`config.mk`:
```
export PLATFORM = sky130hd
export DESIGN_NAME = quad_outline_point_generator_top_flat
export DESIGN_NICKNAME = d
export VERILOG_FILES = /design/src/sv/qopg_pkg.sv /design/src/sv/qopg_chan_if.sv /design/src/sv/qopg_regs.sv /design/src/sv/qopg_mdu.sv /design/src/sv/qopg_seq.sv /design/src/sv/quad_outline_point_generator_top.sv /design/src/flat_wrapper.sv
export SDC_FILE = /design/constraint.sdc
export NUM_CORES = 1
export LEC_CHECK = 0
export BUFFER_PORTS_ARGS = -buffer_cell sky130_fd_sc_hd__buf_2
export CAP_MARGIN = 20
export CORE_ASPECT_RATIO = 0.75
export CORE_MARGIN = 3
export CORE_UTILIZATION = 35
export DETAILED_ROUTE_END_ITERATION = 12
export PLACE_DENSITY = 0.53
export SLEW_MARGIN = 20
export SYNTH_ARGS = -nofsm -noshare
export SYNTH_HDL_FRONTEND = slang
export SYNTH_HIERARCHICAL = 1
export SYNTH_SLANG_ARGS = --single-unit
```
`constraint.sdc`:
```
create_clock -name clk -period 22.6 [get_ports clk]
set_input_delay 2.26 -clock clk [delete_from_list [all_inputs] [get_ports clk]]
set_output_delay 2.26 -clock clk [all_outputs]
set_load 0.05 [all_outputs]
```
`src/sv/qopg_pkg.sv`:
```
// ----------------------------------------------------------------------------
// Outline point generator package
// Register map, state encodings and fixed constants of the block.
// ----------------------------------------------------------------------------
package qopg_pkg;

	localparam int COLOR_W      = 24;
	localparam int CORNER_NUM   = 4;
	localparam int CORNER_IDX_W = 2;
	localparam int REG_IDX_W    = 3;

	// reset values of the setup registers
	localparam logic [COLOR_W-1:0] COLOR_RESET = 24'hFF_FFFF;
	localparam int DWELL_RESET = 8;
	localparam int EDGE_RESET  = 32;

	localparam logic [CORNER_IDX_W-1:0] LAST_CORNER = 2'd3;

	// register indexes, byte address is index times the bus width in bytes
	typedef enum logic [REG_IDX_W-1:0] {
		REG_CORNER_ONE,
		REG_CORNER_TWO,
		REG_CORNER_THREE,
		REG_CORNER_FOUR,
		REG_POINT_COLOR,
		REG_DWELL_COUNT,
		REG_EDGE_COUNT
	} reg_idx_t;

	// point sequencer
	typedef enum logic [2:0] {
		SEQ_IDLE,
		SEQ_SKIP,
		SEQ_FETCH_S,
		SEQ_FETCH_E,
		SEQ_START_X,
		SEQ_WAIT_X,
		SEQ_WAIT_Y,
		SEQ_EMIT
	} seq_state_t;

	// multiply/divide unit
	typedef enum logic [2:0] {
		MDU_IDLE,
		MDU_MUL_S,
		MDU_MUL_E,
		MDU_ABS,
		MDU_DIV
	} mdu_state_t;

endpackage

```
`src/sv/qopg_chan_if.sv`:
```
// ----------------------------------------------------------------------------
// Outline point generator channels
// Valid/ready request channel and point result channel.
// ----------------------------------------------------------------------------
interface qopg_req_if;
	logic valid;
	logic ready;
	logic restart;

	modport source (output valid, output restart, input ready);
	modport sink (input valid, input restart, output ready);
endinterface

interface qopg_point_if #(
	parameter int COORD_WIDTH = 16
);
	logic                            valid;
	logic                            ready;
	logic signed [COORD_WIDTH-1:0]   point_x;
	logic signed [COORD_WIDTH-1:0]   point_y;
	logic [qopg_pkg::COLOR_W-1:0]    out_color;
	logic                            outline_end;

	modport source (output valid, output point_x, output point_y, output out_color,
		output outline_end, input ready);
	modport sink (input valid, input point_x, input point_y, input out_color,
		input outline_end, output ready);
endinterface

```
`src/sv/qopg_regs.sv`:
```
// ----------------------------------------------------------------------------
// Outline point generator register file
// APB setup registers; the four corners sit in a small memory with a
// registered read port for the sequencer and one for the bus.
// ----------------------------------------------------------------------------
module qopg_regs #(
	parameter int COORD_WIDTH = 16,
	parameter int COUNT_WIDTH = 10,
	parameter int DATA_W      = 32,
	parameter int ADDR_W      = 5
) (
	input  logic                                  clk,
	input  logic                                  arst_n,
	input  logic                                  psel,
	input  logic                                  penable,
	input  logic                                  pwrite,
	input  logic [ADDR_W-1:0]                     paddr,
	input  logic [DATA_W-1:0]                     pwdata,
	output logic [DATA_W-1:0]                     prdata,
	output logic                                  pready,
	input  logic [qopg_pkg::CORNER_IDX_W-1:0]     rd_addr,
	output logic [2*COORD_WIDTH-1:0]              corner_rd,
	output logic [qopg_pkg::COLOR_W-1:0]          point_color,
	output logic [COUNT_WIDTH-1:0]                dwell_count,
	output logic [COUNT_WIDTH-1:0]                edge_count
);

	localparam int CORNER_W = 2 * COORD_WIDTH;
	localparam int ALIGN    = ADDR_W - qopg_pkg::REG_IDX_W;

	logic [qopg_pkg::REG_IDX_W-1:0]    reg_idx;
	logic [qopg_pkg::CORNER_IDX_W-1:0] cidx;
	logic                              wr_en;
	logic                              rd_setup;
	logic                              corner_sel;

	logic [CORNER_W-1:0]               corner_mem [qopg_pkg::CORNER_NUM];
	logic [qopg_pkg::CORNER_NUM-1:0]   corner_vld_q;
	logic [CORNER_W-1:0]               corner_rd_s1;
	logic [qopg_pkg::COLOR_W-1:0]      color_q;
	logic [COUNT_WIDTH-1:0]            dwell_q;
	logic [COUNT_WIDTH-1:0]            edge_q;
	logic [DATA_W-1:0]                 prdata_q;

	// address decode
	assign reg_idx    = paddr[ADDR_W-1:ALIGN];
	assign cidx       = reg_idx[qopg_pkg::CORNER_IDX_W-1:0];
	assign wr_en      = psel && penable && pwrite;
	assign rd_setup   = psel && !penable && !pwrite;
	assign corner_sel = (reg_idx <= qopg_pkg::REG_CORNER_FOUR);
	assign pready     = 1'b1;

	// corner memory write
	always_ff @(posedge clk) begin
		if (wr_en && corner_sel) begin
			corner_mem[cidx] <= pwdata[CORNER_W-1:0];
		end
	end

	// corner valid bits, an unwritten corner reads as zero
	always_ff @(posedge clk or negedge arst_n) begin
		if (!arst_n) begin
			corner_vld_q <= '0;
		end else if (wr_en && corner_sel) begin
			corner_vld_q[cidx] <= 1'b1;
		end
	end

	// sequencer read port
	always_ff @(posedge clk) begin
		corner_rd_s1 <= corner_vld_q[rd_addr] ? corner_mem[rd_addr] : '0;
	end

	// color and count registers
	always_ff @(posedge clk or negedge arst_n) begin
		if (!arst_n) begin
			color_q <= qopg_pkg::COLOR_RESET;
			dwell_q <= COUNT_WIDTH'(qopg_pkg::DWELL_RESET);
			edge_q  <= COUNT_WIDTH'(qopg_pkg::EDGE_RESET);
		end else if (wr_en) begin
			unique case (qopg_pkg::reg_idx_t'(reg_idx))
				qopg_pkg::REG_POINT_COLOR: color_q <= pwdata[qopg_pkg::COLOR_W-1:0];
				qopg_pkg::REG_DWELL_COUNT: dwell_q <= pwdata[COUNT_WIDTH-1:0];
				qopg_pkg::REG_EDGE_COUNT:  edge_q  <= pwdata[COUNT_WIDTH-1:0];
				default: ;
			endcase
		end
	end

	// bus read data, captured in the setup cycle
	always_ff @(posedge clk or negedge arst_n) begin
		if (!arst_n) begin
			prdata_q <= '0;
		end else if (rd_setup) begin
			unique case (qopg_pkg::reg_idx_t'(reg_idx))
				qopg_pkg::REG_CORNER_ONE,
				qopg_pkg::REG_CORNER_TWO,
				qopg_pkg::REG_CORNER_THREE,
				qopg_pkg::REG_CORNER_FOUR:
					prdata_q <= DATA_W'(corner_vld_q[cidx] ? corner_mem[cidx] : '0);
				qopg_pkg::REG_POINT_COLOR: prdata_q <= DATA_W'(color_q);
				qopg_pkg::REG_DWELL_COUNT: prdata_q <= DATA_W'(dwell_q);
				qopg_pkg::REG_EDGE_COUNT:  prdata_q <= DATA_W'(edge_q);
				default:                   prdata_q <= '0;
			endcase
		end
	end

	assign prdata      = prdata_q;
	assign corner_rd   = corner_rd_s1;
	assign point_color = color_q;
	assign dwell_count = dwell_q;
	assign edge_count  = edge_q;

endmodule

```
`src/sv/qopg_mdu.sv`:
```
// ----------------------------------------------------------------------------
// Outline point generator multiply/divide unit
// Computes trunc((s*(n-i) + e*i) / n) for one coordinate: two products on
// one multiplier, then a restoring divide at one quotient bit per cycle.
// ----------------------------------------------------------------------------
module qopg_mdu #(
	parameter int COORD_WIDTH = 16,
	parameter int COUNT_WIDTH = 10
) (
	input  logic                          clk,
	input  logic                          arst_n,
	input  logic                          start,
	input  logic signed [COORD_WIDTH-1:0] s,
	input  logic signed [COORD_WIDTH-1:0] e,
	input  logic [COUNT_WIDTH-1:0]        i,
	input  logic [COUNT_WIDTH-1:0]        n,
	output logic                          done,
	output logic signed [COORD_WIDTH-1:0] quot
);

	localparam int PROD_W = COORD_WIDTH + COUNT_WIDTH + 1;
	localparam int ACC_W  = COORD_WIDTH + COUNT_WIDTH + 2;
	localparam int DCNT_W = $clog2(COORD_WIDTH);
	localparam logic [DCNT_W-1:0] DIV_LAST = DCNT_W'(COORD_WIDTH - 1);

	qopg_pkg::mdu_state_t state_q, state_d;

	logic signed [COORD_WIDTH-1:0] s_q;
	logic signed [COORD_WIDTH-1:0] e_q;
	logic [COUNT_WIDTH-1:0]        i_q;
	logic [COUNT_WIDTH-1:0]        n_q;
	logic signed [ACC_W-1:0]       acc_q;
	logic                          neg_q;
	logic [COUNT_WIDTH-1:0]        rem_q;
	logic [COORD_WIDTH-1:0]        quo_q;
	logic [DCNT_W-1:0]             cnt_q;
	logic                          done_q;

	logic signed [COORD_WIDTH-1:0] mul_a;
	logic [COUNT_WIDTH-1:0]        mul_b;
	logic signed [PROD_W-1:0]      prod;
	logic [ACC_W-1:0]              mag;
	logic [COUNT_WIDTH:0]          trial;
	logic                          q_bit;
	logic [COUNT_WIDTH:0]          rem_nx;
	logic                          div_end;

	// shared multiplier: start weight first, end weight second
	assign mul_a = (state_q == qopg_pkg::MDU_MUL_S) ? s_q : e_q;
	assign mul_b = (state_q == qopg_pkg::MDU_MUL_S) ? (n_q - i_q) : i_q;
	assign prod  = mul_a * $signed({1'b0, mul_b});

	// magnitude of the numerator
	assign mag = acc_q[ACC_W-1] ? (~acc_q + 1'b1) : acc_q;

	// restoring divide step
	assign trial   = {rem_q, quo_q[COORD_WIDTH-1]};
	assign q_bit   = (trial >= {1'b0, n_q});
	assign rem_nx  = q_bit ? (trial - {1'b0, n_q}) : trial;
	assign div_end = (state_q == qopg_pkg::MDU_DIV) && (cnt_q == DIV_LAST);

	// state register
	always_ff @(posedge clk or negedge arst_n) begin
		if (!arst_n) begin
			state_q <= qopg_pkg::MDU_IDLE;
		end else begin
			state_q <= state_d;
		end
	end

	// next state
	always_comb begin
		state_d = state_q;
		unique case (state_q)
			qopg_pkg::MDU_IDLE:  if (start) state_d = qopg_pkg::MDU_MUL_S;
			qopg_pkg::MDU_MUL_S: state_d = qopg_pkg::MDU_MUL_E;
			qopg_pkg::MDU_MUL_E: state_d = qopg_pkg::MDU_ABS;
			qopg_pkg::MDU_ABS:   state_d = qopg_pkg::MDU_DIV;
			qopg_pkg::MDU_DIV:   if (div_end) state_d = qopg_pkg::MDU_IDLE;
			default:             state_d = qopg_pkg::MDU_IDLE;
		endcase
	end

	// done pulse and step counter
	always_ff @(posedge clk or negedge arst_n) begin
		if (!arst_n) begin
			done_q <= 1'b0;
			cnt_q  <= '0;
		end else begin
			done_q <= div_end;
			if (state_q == qopg_pkg::MDU_ABS) begin
				cnt_q <= '0;
			end else if (state_q == qopg_pkg::MDU_DIV) begin
				cnt_q <= cnt_q + 1'b1;
			end
		end
	end

	// datapath
	always_ff @(posedge clk) begin
		unique case (state_q)
			qopg_pkg::MDU_IDLE: begin
				if (start) begin
					s_q <= s;
					e_q <= e;
					i_q <= i;
					n_q <= n;
				end
			end
			qopg_pkg::MDU_MUL_S: acc_q <= ACC_W'(prod);
			qopg_pkg::MDU_MUL_E: acc_q <= acc_q + ACC_W'(prod);
			qopg_pkg::MDU_ABS: begin
				neg_q <= acc_q[ACC_W-1];
				rem_q <= mag[COORD_WIDTH +: COUNT_WIDTH];
				quo_q <= mag[COORD_WIDTH-1:0];
			end
			qopg_pkg::MDU_DIV: begin
				rem_q <= rem_nx[COUNT_WIDTH-1:0];
				quo_q <= {quo_q[COORD_WIDTH-2:0], q_bit};
			end
			default: ;
		endcase
	end

	// signed result, valid while done is high
	assign quot = neg_q ? $signed(~quo_q + 1'b1) : $signed(quo_q);
	assign done = done_q;

endmodule

```
`src/sv/qopg_seq.sv`:
```
// ----------------------------------------------------------------------------
// Outline point generator sequencer
// Tracks corner, phase and step, fetches corners, drives the shared
// multiply/divide unit and loads the point output register.
// ----------------------------------------------------------------------------
module qopg_seq #(
	parameter int COORD_WIDTH = 16,
	parameter int COUNT_WIDTH = 10
) (
	input  logic                               clk,
	input  logic                               arst_n,
	qopg_req_if.sink                           req,
	qopg_point_if.source                       point,
	input  logic [qopg_pkg::COLOR_W-1:0]       point_color,
	input  logic [COUNT_WIDTH-1:0]             dwell_count,
	input  logic [COUNT_WIDTH-1:0]             edge_count,
	output logic [qopg_pkg::CORNER_IDX_W-1:0]  rd_addr,
	input  logic [2*COORD_WIDTH-1:0]           corner_rd,
	output logic                               mdu_start,
	output logic signed [COORD_WIDTH-1:0]      mdu_s,
	output logic signed [COORD_WIDTH-1:0]      mdu_e,
	output logic [COUNT_WIDTH-1:0]             mdu_i,
	output logic [COUNT_WIDTH-1:0]             mdu_n,
	input  logic                               mdu_done,
	input  logic signed [COORD_WIDTH-1:0]      mdu_quot
);

	qopg_pkg::seq_state_t state_q, state_d;

	logic [qopg_pkg::CORNER_IDX_W-1:0] ci_q;
	logic                              ph_q;
	logic [COUNT_WIDTH-1:0]            step_q;
	logic [2*COORD_WIDTH-1:0]          start_q;
	logic signed [COORD_WIDTH-1:0]     end_y_q;
	logic signed [COORD_WIDTH-1:0]     px_q;
	logic signed [COORD_WIDTH-1:0]     py_q;
	logic                              out_valid_q;
	logic signed [COORD_WIDTH-1:0]     out_x_q;
	logic signed [COORD_WIDTH-1:0]     out_y_q;
	logic [qopg_pkg::COLOR_W-1:0]      out_color_q;
	logic                              out_end_q;

	logic                              both_zero;
	logic                              skip_dwell;
	logic                              skip_edge;
	logic [COUNT_WIDTH:0]              step_inc;
	logic                              last;
	logic                              out_load;

	// phase bookkeeping
	assign both_zero  = (dwell_count == '0) && (edge_count == '0);
	assign skip_dwell = !ph_q && (step_q >= dwell_count);
	assign skip_edge  = ph_q && (step_q >= edge_count);
	assign step_inc   = {1'b0, step_q} + 1'b1;
	assign last       = (ci_q == qopg_pkg::LAST_CORNER) &&
		(ph_q ? (step_inc >= {1'b0, edge_count})
		      : ((step_inc >= {1'b0, dwell_count}) && (edge_count == '0)));
	assign out_load   = (state_q == qopg_pkg::SEQ_EMIT) && (!out_valid_q || point.ready);

	assign mdu_i = step_q;
	assign mdu_n = edge_count;

	// state register
	always_ff @(posedge clk or negedge arst_n) begin
		if (!arst_n) begin
			state_q <= qopg_pkg::SEQ_IDLE;
		end else begin
			state_q <= state_d;
		end
	end

	// next state and unit control
	always_comb begin
		state_d   = state_q;
		mdu_start = 1'b0;
		rd_addr   = ci_q;
		mdu_s     = $signed(start_q[COORD_WIDTH-1:0]);
		mdu_e     = end_y_q;
		unique case (state_q)
			qopg_pkg::SEQ_IDLE: begin
				if (req.valid) state_d = qopg_pkg::SEQ_SKIP;
			end
			qopg_pkg::SEQ_SKIP: begin
				if (both_zero) begin
					state_d = qopg_pkg::SEQ_IDLE;
				end else if (!skip_dwell && !skip_edge) begin
					state_d = qopg_pkg::SEQ_FETCH_S;
				end
			end
			qopg_pkg::SEQ_FETCH_S: state_d = qopg_pkg::SEQ_FETCH_E;
			qopg_pkg::SEQ_FETCH_E: begin
				rd_addr = ci_q + 1'b1;
				state_d = ph_q ? qopg_pkg::SEQ_START_X : qopg_pkg::SEQ_EMIT;
			end
			qopg_pkg::SEQ_START_X: begin
				mdu_start = 1'b1;
				mdu_s     = $signed(start_q[2*COORD_WIDTH-1:COORD_WIDTH]);
				mdu_e     = $signed(corner_rd[2*COORD_WIDTH-1:COORD_WIDTH]);
				state_d   = qopg_pkg::SEQ_WAIT_X;
			end
			qopg_pkg::SEQ_WAIT_X: begin
				if (mdu_done) begin
					mdu_start = 1'b1;
					state_d   = qopg_pkg::SEQ_WAIT_Y;
				end
			end
			qopg_pkg::SEQ_WAIT_Y: begin
				if (mdu_done) state_d = qopg_pkg::SEQ_EMIT;
			end
			qopg_pkg::SEQ_EMIT: begin
				if (out_load) state_d = qopg_pkg::SEQ_IDLE;
			end
			default: state_d = qopg_pkg::SEQ_IDLE;
		endcase
	end

	// outline position and output valid
	always_ff @(posedge clk or negedge arst_n) begin
		if (!arst_n) begin
			ci_q        <= '0;
			ph_q        <= 1'b0;
			step_q      <= '0;
			out_valid_q <= 1'b0;
		end else begin
			if (state_q == qopg_pkg::SEQ_IDLE && req.valid && req.restart) begin
				ci_q   <= '0;
				ph_q   <= 1'b0;
				step_q <= '0;
			end
			// one finished or empty phase skipped per cycle
			if (state_q == qopg_pkg::SEQ_SKIP && !both_zero) begin
				if (skip_dwell) begin
					ph_q   <= 1'b1;
					step_q <= '0;
				end else if (skip_edge) begin
					ph_q   <= 1'b0;
					step_q <= '0;
					ci_q   <= ci_q + 1'b1;
				end
			end
			if (out_load) begin
				step_q      <= step_inc[COUNT_WIDTH-1:0];
				out_valid_q <= 1'b1;
			end else if (point.ready) begin
				out_valid_q <= 1'b0;
			end
		end
	end

	// corner capture, coordinate results and output payload
	always_ff @(posedge clk) begin
		if (state_q == qopg_pkg::SEQ_FETCH_E) begin
			start_q <= corner_rd;
			px_q    <= $signed(corner_rd[2*COORD_WIDTH-1:COORD_WIDTH]);
			py_q    <= $signed(corner_rd[COORD_WIDTH-1:0]);
		end
		if (state_q == qopg_pkg::SEQ_START_X) begin
			end_y_q <= $signed(corner_rd[COORD_WIDTH-1:0]);
		end
		if (state_q == qopg_pkg::SEQ_WAIT_X && mdu_done) begin
			px_q <= mdu_quot;
		end
		if (state_q == qopg_pkg::SEQ_WAIT_Y && mdu_done) begin
			py_q <= mdu_quot;
		end
		if (out_load) begin
			out_x_q     <= px_q;
			out_y_q     <= py_q;
			out_color_q <= point_color;
			out_end_q   <= last;
		end
	end

	assign req.ready         = (state_q == qopg_pkg::SEQ_IDLE);
	assign point.valid       = out_valid_q;
	assign point.point_x     = out_x_q;
	assign point.point_y     = out_y_q;
	assign point.out_color   = out_color_q;
	assign point.outline_end = out_end_q;

endmodule

```
`src/sv/quad_outline_point_generator_top.sv`:
```
// ----------------------------------------------------------------------------
// Quad outline point generator
// Traces a closed four-corner outline, one point per request unless both counts are zero.
// ----------------------------------------------------------------------------
// Each request returns the next point of the outline: every corner is repeated
// dwell_count times, then edge_count points run from it toward the next
// corner (corner four leads back to corner one); edge point i is
// start - (start - end) * i / edge_count truncated toward zero. The last point
// of the outline carries outline_end, and restart rewinds to the first dwell
// point of corner one before producing its point. With both counts zero a
// request is taken and returns nothing. Requests are taken one at a time:
// ready is high only while the sequencer is idle, and the result sits in an
// output register so a new request can be taken while it waits. A dwell point
// is loaded after the skip state and the two corner fetch states; an edge
// point also waits for the shared multiply/divide unit, which forms the
// numerator in two multiplier passes and then divides at one quotient bit per
// cycle, first for x and then for y. The next request can be taken in the
// cycle after the point is loaded. Each finished or empty phase on the way is
// passed over in the skip state. Setup registers must be written over APB only
// while the block is idle; the block itself does not enforce this.
// ----------------------------------------------------------------------------
module quad_outline_point_generator_top #(
	parameter  int COORD_WIDTH = 16,
	parameter  int COUNT_WIDTH = 10,
	localparam int DATA_W      = (2 * COORD_WIDTH > 32) ? 64 : 32,
	localparam int ADDR_W      = ((DATA_W > 32) ? 3 : 2) + qopg_pkg::REG_IDX_W
) (
	input  logic              clk,
	input  logic              arst_n,
	qopg_req_if.sink          req,
	qopg_point_if.source      point,
	input  logic              psel,
	input  logic              penable,
	input  logic              pwrite,
	input  logic [ADDR_W-1:0] paddr,
	input  logic [DATA_W-1:0] pwdata,
	output logic [DATA_W-1:0] prdata,
	output logic              pready
);

	logic [qopg_pkg::CORNER_IDX_W-1:0] rd_addr;
	logic [2*COORD_WIDTH-1:0]          corner_rd;
	logic [qopg_pkg::COLOR_W-1:0]      point_color;
	logic [COUNT_WIDTH-1:0]            dwell_count;
	logic [COUNT_WIDTH-1:0]            edge_count;
	logic                              mdu_start;
	logic signed [COORD_WIDTH-1:0]     mdu_s;
	logic signed [COORD_WIDTH-1:0]     mdu_e;
	logic [COUNT_WIDTH-1:0]            mdu_i;
	logic [COUNT_WIDTH-1:0]            mdu_n;
	logic                              mdu_done;
	logic signed [COORD_WIDTH-1:0]     mdu_quot;

	// setup registers and corner memory
	qopg_regs #(
		.COORD_WIDTH (COORD_WIDTH),
		.COUNT_WIDTH (COUNT_WIDTH),
		.DATA_W      (DATA_W),
		.ADDR_W      (ADDR_W)
	) u_regs (
		.clk         (clk),
		.arst_n      (arst_n),
		.psel        (psel),
		.penable     (penable),
		.pwrite      (pwrite),
		.paddr       (paddr),
		.pwdata      (pwdata),
		.prdata      (prdata),
		.pready      (pready),
		.rd_addr     (rd_addr),
		.corner_rd   (corner_rd),
		.point_color (point_color),
		.dwell_count (dwell_count),
		.edge_count  (edge_count)
	);

	// sequencer
	qopg_seq #(
		.COORD_WIDTH (COORD_WIDTH),
		.COUNT_WIDTH (COUNT_WIDTH)
	) u_seq (
		.clk         (clk),
		.arst_n      (arst_n),
		.req         (req),
		.point       (point),
		.point_color (point_color),
		.dwell_count (dwell_count),
		.edge_count  (edge_count),
		.rd_addr     (rd_addr),
		.corner_rd   (corner_rd),
		.mdu_start   (mdu_start),
		.mdu_s       (mdu_s),
		.mdu_e       (mdu_e),
		.mdu_i       (mdu_i),
		.mdu_n       (mdu_n),
		.mdu_done    (mdu_done),
		.mdu_quot    (mdu_quot)
	);

	// shared multiply/divide unit
	qopg_mdu #(
		.COORD_WIDTH (COORD_WIDTH),
		.COUNT_WIDTH (COUNT_WIDTH)
	) u_mdu (
		.clk    (clk),
		.arst_n (arst_n),
		.start  (mdu_start),
		.s      (mdu_s),
		.e      (mdu_e),
		.i      (mdu_i),
		.n      (mdu_n),
		.done   (mdu_done),
		.quot   (mdu_quot)
	);

endmodule

```
`src/flat_wrapper.sv`:
```
// flat-port wrapper written by rule: the top's interface ports become plain ports
module quad_outline_point_generator_top_flat 
#(
	parameter  int COORD_WIDTH = 16,
	parameter  int COUNT_WIDTH = 10,
	localparam int DATA_W      = (2 * COORD_WIDTH > 32) ? 64 : 32,
	localparam int ADDR_W      = ((DATA_W > 32) ? 3 : 2) + qopg_pkg::REG_IDX_W
)
  (clk, arst_n, psel, penable, pwrite, paddr, pwdata, prdata, pready, req_valid, req_restart, req_ready, point_valid, point_point_x, point_point_y, point_out_color, point_outline_end, point_ready);
  qopg_req_if req_i ();
  qopg_point_if #(.COORD_WIDTH(COORD_WIDTH)) point_i ();
  input  logic clk;
  input  logic arst_n;
  input  logic psel;
  input  logic penable;
  input  logic pwrite;
  input  logic [ADDR_W-1:0] paddr;
  input  logic [DATA_W-1:0] pwdata;
  output logic [DATA_W-1:0] prdata;
  output logic pready;
  input wire logic [$bits(req_i.valid)-1:0] req_valid;
  input wire logic [$bits(req_i.restart)-1:0] req_restart;
  output wire logic [$bits(req_i.ready)-1:0] req_ready;
  output wire logic [$bits(point_i.valid)-1:0] point_valid;
  output wire logic [$bits(point_i.point_x)-1:0] point_point_x;
  output wire logic [$bits(point_i.point_y)-1:0] point_point_y;
  output wire logic [$bits(point_i.out_color)-1:0] point_out_color;
  output wire logic [$bits(point_i.outline_end)-1:0] point_outline_end;
  input wire logic [$bits(point_i.ready)-1:0] point_ready;
  assign req_i.valid = req_valid;
  assign req_i.restart = req_restart;
  assign req_ready = req_i.ready;
  assign point_valid = point_i.valid;
  assign point_point_x = point_i.point_x;
  assign point_point_y = point_i.point_y;
  assign point_out_color = point_i.out_color;
  assign point_outline_end = point_i.outline_end;
  assign point_i.ready = point_ready;
  quad_outline_point_generator_top #(.COORD_WIDTH(COORD_WIDTH), .COUNT_WIDTH(COUNT_WIDTH)) u_core (.clk(clk), .arst_n(arst_n), .req(req_i), .point(point_i), .psel(psel), .penable(penable), .pwrite(pwrite), .paddr(paddr), .pwdata(pwdata), .prdata(prdata), .pready(pready));
endmodule
```
# Word-level counts from Yosys, hierarchy flattened
# Memory sizes are Yosys's and may differ from the RTL's. A register that Yosys moved wholly into a read port is not among the register bits.
# Index checks and enable logic that the tools add are counted.
dict set report totals {
  romBits 0
  out_inout_bits 92
  input_bits 45
  memories 1
  word_cells 178
  ff_bits 349
  latchBits 0
  ramBits 128
}
# memory depth word_bits rd rd_clocked_by_memory_dff wr line_no
set memory_table {}
lappend memory_table {u_core.u_regs.corner_mem 4 32 2 1 1 qopg_regs.sv:37} ;# logic [CORNER_W-1:0] corner_mem [qopg_pkg::CORNER_NUM];
dict set report classes {
  eq_ne 26
  n_reduce_logical 45
  bitwise 3
  n_shift 0
  add_sub_neg 8
  n_mul 1
  div 0
  order_cmp 9
  muxes 56
}
# op count
set op_table {}
lappend op_table {{two-way mux 16 bit} 8}
lappend op_table {{one-hot mux 32 bit (4 select lines)} 1}
lappend op_table {{two-way mux 10 bit} 7}
lappend op_table {{one-hot mux 28 bit (2 select lines)} 1}
lappend op_table {{>= comparator 11 x 10 -> 1 bit} 3}
lappend op_table {{two-way mux 32 bit} 1}
lappend op_table {{one-hot mux 16 bit (2 select lines)} 1}
lappend op_table {{adder 28 x 27 -> 28 bit} 1}
lappend op_table {{multiplier 16 x 11 -> 27 bit} 1}
lappend op_table {{adder 26 x 1 -> 26 bit (second input constant)} 1}
lappend op_table {{two-way mux 26 bit} 1}
lappend op_table {{inverter 26 bit} 1}
lappend op_table {{equality test 3 bit (second input constant)} 8}
lappend op_table {{two-way mux 3 bit} 8}
lappend op_table {{one-hot mux 3 bit (8 select lines)} 1}
lappend op_table {{>= comparator 10 bit} 2}
lappend op_table {{logical NOT 10 bit} 2}
lappend op_table {{one-hot mux 10 bit (2 select lines)} 1}
lappend op_table {{subtractor 10 bit} 2}
lappend op_table {{logical AND 1 bit} 19}
lappend op_table {{equality test 3 x 2 -> 1 bit (second input constant)} 6}
lappend op_table {{adder 16 x 1 -> 16 bit (second input constant)} 1}
lappend op_table {{inverter 16 bit} 1}
lappend op_table {{one-hot mux 3 bit (5 select lines)} 1}
lappend op_table {{other kinds (26)} 69}

# Logic depth before layout (Yosys ltp)
dict set report logic_depth {
  word_depth 8
  ltp_mapped 41
  mapped_depth_nobuf 40
}

# Hierarchy
# Netlist, hierarchy kept.
# mod instances seq_area_each_um2 cells_each area_each_um2
set modules_own_cells {}
lappend modules_own_cells {qopg_mdu 1 3413.3 1548 14183.6}
lappend modules_own_cells {qopg_regs 1 6518.8 527 9714.3}
lappend modules_own_cells {qopg_seq 1 4539.4 454 6991.7}

# Worst setup path before layout
# No wires, ideal clock.
dict set report synth_path {
  kind {reg-to-reg}
  start {register u_core.u_mdu.n_q[1]}
  end {register u_core.u_mdu.acc_q[27], data pin}
  stages_incl_launch_ff 38
  arrival_ns 8.247
  t_required_ns 22.335
  setup_slack_ns 14.089
  setup_time_ns 0.265
  n_path_buf 1
  period_less_slack_ns 8.511
  cell_sequence {edfxtp_1 > ha_1 > nor2b_1 > o21ai_1 > a21boi_0 > o21ai_0 > a21boi_1 > o21a_1 > o21a_1 > o31ai_2 > buf_2 > nand2_1 > fa_1 > fa_1 > inv_1 > fa_1 > fa_1 > inv_1 > [2 not listed] > ha_1 > a21oi_1 > nor2b_1 > o21ai_0 > o211ai_1 > a31o_2 > a21bo_2 > xor2_1 > ha_1 > o21ai_0 > o221ai_1 > a41oi_1 > o21ai_0 > a41oi_1 > a21oi_1 > a31oi_1 > mux2i_1 > xnor2_1}
}
dict set report synth_via {
  elab_chain_cells 5
}
# element line_no
set synth_lines {}
lappend synth_lines {{from (decl)} qopg_mdu.sv:31} ;# logic [COUNT_WIDTH-1:0] n_q;
lappend synth_lines {{from (signal assigned)} qopg_mdu.sv:107} ;# n_q <= n;
lappend synth_lines {{subtractor 10 bit *} qopg_mdu.sv:50} ;# assign mul_b = (state_q == qopg_pkg::MDU_MUL_S) ? (n_q - i_q) : i_q;
lappend synth_lines {{two-way mux 10 bit *} qopg_mdu.sv:50}
lappend synth_lines {{multiplier 16 x 11 -> 27 bit *} qopg_mdu.sv:51} ;# assign prod = mul_a * $signed({1'b0, mul_b});
lappend synth_lines {{adder 28 x 27 -> 28 bit} qopg_mdu.sv:111} ;# qopg_pkg::MDU_MUL_E: acc_q <= acc_q + ACC_W'(prod);
lappend synth_lines {{one-hot mux 28 bit (2 select lines) *} qopg_mdu.sv:101} ;# unique case (state_q)
lappend synth_lines {{to (signal assigned)} qopg_mdu.sv:110} ;# qopg_pkg::MDU_MUL_S: acc_q <= ACC_W'(prod);
lappend synth_lines {{to (signal assigned)} qopg_mdu.sv:111}
lappend synth_lines {{to (decl)} qopg_mdu.sv:32} ;# logic signed [ACC_W-1:0] acc_q;
# Every way passes the cells marked *; elsewhere a longest branch is shown, timed or not.
# A chain may end at the register's enable or synchronous reset.

# Worst setup path after layout
# Ends and elaborated chain as after synthesis.

==> metrics.txt <==
Synth Area per Inst 12.2 um2; CTS H-tree depth 2; first-pass GRT wire length 126000 um; critical path endpoint u_core/u_mdu/acc_q[27]; post-CTS sizing 0; slowest library cell on the worst path o31ai_4; Slew Limit Fails 0; CTS tree yes; RSZ-0062 raised after global routing false; reg2reg end u_core/u_mdu/acc_q[27]; Arr. time, crit path 10880 ps; Hold Buf Count CTS 0; Starting Density 35.6%; Most Frequent Cell on Critical Path fa_1; Max Root-Sink Buffers 3; period utilization 46.7%; Hold Vio Cnt, Final 0; non-filler cells, final 3821; FF/Latch Area approximately 14000 um2; synth unique cells 95; Post-DP HPWL 60100 um; DP Area 32800 um2; IO Pins 137; area grow syn2layout 11.6%; Final Cell Area 34500 um2; Setup-failing EPs final 0; DRT Pass-1 Iters 7; drt via density 5.18; Total Routed Length 80500 um; CTS Buf Count 50; width of the chip 349 um; Syn Inst Count 2529; fin crit period 10550 ps; CP peak stage delay between 800 and 900 ps; Synth async-reset ratio 20.6%; ANT cells 0; layout cells sized above 1 19.2%; core area approximately 87000 um2; YS warnings 6; GP Congestion between 0.8 and 0.9; die span in y 263 um; row cnt slightly above 90; CP max FO 16; register-to-register setup slack between 10000 and 15000 ps; Fillers 8206; Worst-path clk slew 60 ps; Placed Cells 3727; Max Cap Viol 0; share of the yosys chip area belonging to registers 46.8%; DRC viols 0; worst r2r src u_core/u_mdu/n_q[1]; CP required between 20000 and 25000 ps; # Post-CTS Setup Buffers 0; vias in the first global route between 20000 and 25000; TNS Setup 0 ps; Buffers on Ports between 100 and 150; area of the multi-input gates 15000 um2; Initial DRC Count 1473; Syn Nets 2877; clock skew roughly 24 ps; critical path class reg2reg; Worst setup SP type flop; detailed-route via count about 20000; Critical Path Source u_core/u_mdu/n_q[1]; Worst Tran Pin Value 1110 ps; clock sinks 509; root buffer cell clkbuf_16; post-synthesis cell area 30900 um2; HP Class reg2reg; number of enable flip-flop cells after synthesis 372; fmax 94.8 MHz; max_slew headroom 25.9%; antenna violations before repair 5; GRT overflow 0; clk_lat worst skew 620 ps; kind of end point of the critical path flop; largest net degree at the start of global routing 64; FF-to-FF path depth 35; GRT Util Overall 17.7%; Min Hold Slack 417 ps; status finished clean; ys flop type edfxtp_1; Final nets about 3000; Min-Delay Path Depth 0; Die ar. 91900 um2; ANT nets after route 0; wire length per cell 21.1 um; register bit total from synthesis just over 500
cells by family after synthesis:
family | after synthesis | share of synthesized area [%]
buf+inv | 384 | 5.08
mux | 214 | 10.1
flops | 509 | 46.8
compound gates | 401 | 9.41
other cells | 1 | 0.0121
fa+ha+maj | 303 | 15.9
simple gates | 608 | 9.62
xor+xnor | 109 | 3.09
per-layer routing:
layer / part of all wire [%] / GRT usage, % / wire (um) / vias up
met5: 0.025 / 0 / 20 / -
met4: 1.3 / 3.26 / 1050 / 2
met3: 4.8 / 2.56 / 3830 / 67
met2: 43 / 26.2 / 34600 / 427
met1: 51 / 27.5 / 41000 / 10100
li1: - / - / - / 9216
layout by cell type, fill, tap and decap left out, types with 20 or more instances in the layout:
cell type	netlist	routed
a21o_1	28	28
mux4_2	65	65
o31ai_1	31	29
nor2b_1	49	49
inv_1	274	272
o21ai_0	67	65
a21oi_1	72	71
fa_1	148	148
ha_1	155	155
buf_4	16	35
nand3_1	40	40
buf_2	19	132
nor2_1	105	100
dfstp_2	26	26
edfxtp_1	372	372
nand2b_1	20	20
and2_1	43	43
dfxtp_1	32	32
mux2i_1	28	28
mux2_2	118	118
xor2_1	40	39
o211ai_1	35	35
nand2_1	252	251
xnor2_1	69	69
clkbuf_16	0	50
dfrtp_1	79	79
flip-flops by register name (all words and copies together), names as in the netlist, 4 cells and up:
signal and flops:
u_core/u_seq/start_q 32, u_core/u_seq/px_q 16, u_core/u_mdu/i_q 10, u_core/u_mdu/s_q 16
u_core/u_seq/point.out_color 24, u_core/u_seq/point.point_y 16, u_core/u_regs/prdata 32, u_core/u_regs/corner_rd 32
u_core/u_regs/corner_mem 128, u_core/u_regs/point_color 24, u_core/u_mdu/n_q 10, u_core/u_seq/py_q 16
u_core/u_regs/edge_count 10, u_core/u_mdu/cnt_q 4, u_core/u_seq/end_y_q 16, u_core/u_mdu/e_q 16
u_core/u_regs/dwell_count 10, u_core/u_mdu/acc_q 28, u_core/u_regs/corner_vld_q 4, u_core/u_mdu/rem_q 10
u_core/u_seq/point.point_x 16, u_core/u_mdu/quo_q 16, u_core/u_seq/mdu_i 10
area by class of cell:
| cell class | instances | share of cell area, % |
|---|---|---|
| clock inverters | 23 | 0.729 |
| well taps | 1140 | 4.14 |
| clock buffers | 71 | 3.94 |
| flip-flops and latches | 509 | 42.0 |
| multi-input cells | 1636 | 43.5 |
| repair buffers | 167 | 2.68 |
| inverters | 275 | 2.99 |
critical path, delay by kind of cell, from the launching register on:
family	cells	cell delay (ps)
adder cells (fa/ha/maj)	8	3750
buffers and inverters	3	150
AO/OA/AOI/OAI	17	4580
AND/OR/NAND/NOR	4	570
flip-flops	1	510
XOR/XNOR	2	460
multiplexers	1	240
cell usage after synthesis, types with 10 or more instances:
cell type    n  area share [%]
a21o_1      28            0.68
a21oi_1     72             1.2
a221o_1     14            0.45
a22o_1      11            0.31
a2bb2oi_1   10            0.28
and2_1      43            0.87
and3_1      12            0.24
buf_2       19            0.31
buf_4       16            0.39
clkbuf_1    62            0.75
dfrtp_1     79             6.4
dfstp_2     26             2.2
dfxtp_1     32             2.1
edfxtp_1   372              36
fa_1       148             9.6
ha_1       155             6.3
inv_1      274             3.3
mux2_2     118             4.3
mux2i_1     28            0.91
mux4_2      65             4.7
nand2_1    252             3.1
nand2b_1    20            0.41
nand3_1     40            0.65
nand4_1     11            0.22
nor2_1     105             1.3
nor2b_1     49            0.99
nor3_1      18            0.29
o211ai_1    35            0.85
o21a_1      17            0.41
o21ai_0     67             1.1
o221ai_1    11            0.31
o31ai_1     31            0.75
or2_2       11            0.22
xnor2_1     69             2.0
xor2_1      40             1.1
how the worst min path moves through the flow:
stage	slack [ps]	endpoint	start
CTS	420	u_core/u_seq/point.point_x[8]	u_core/u_seq/px_q[8]
global route	420	u_core/u_seq/point.point_x[9]	u_core/u_seq/px_q[9]
finish	420	u_core/u_seq/point.point_x[8]	u_core/u_seq/px_q[8]
global placement	410	u_core/u_seq/point.point_y[12]	u_core/u_seq/py_q[12]
detailed placement	400	u_core/u_seq/point.point_x[7]	u_core/u_seq/px_q[7]
floorplan	400	u_core/u_seq/point.point_x[0]	u_core/u_seq/px_q[0]
stage by stage:
stage / util (%) / worst slack (ps)
3_5_place_dp: 37.9 / 12330
5_1_grt: 39.8 / 11560
4_1_cts: 39.7 / 12250
6_report: 39.8 / 12050
3_3_place_gp: 37.9 / 12480
2_1_floorplan: - / 14090
Power is left out: the tool's default activity adds up to more than one toggle a clock period on the data nets, which glitch-free logic cannot reach.
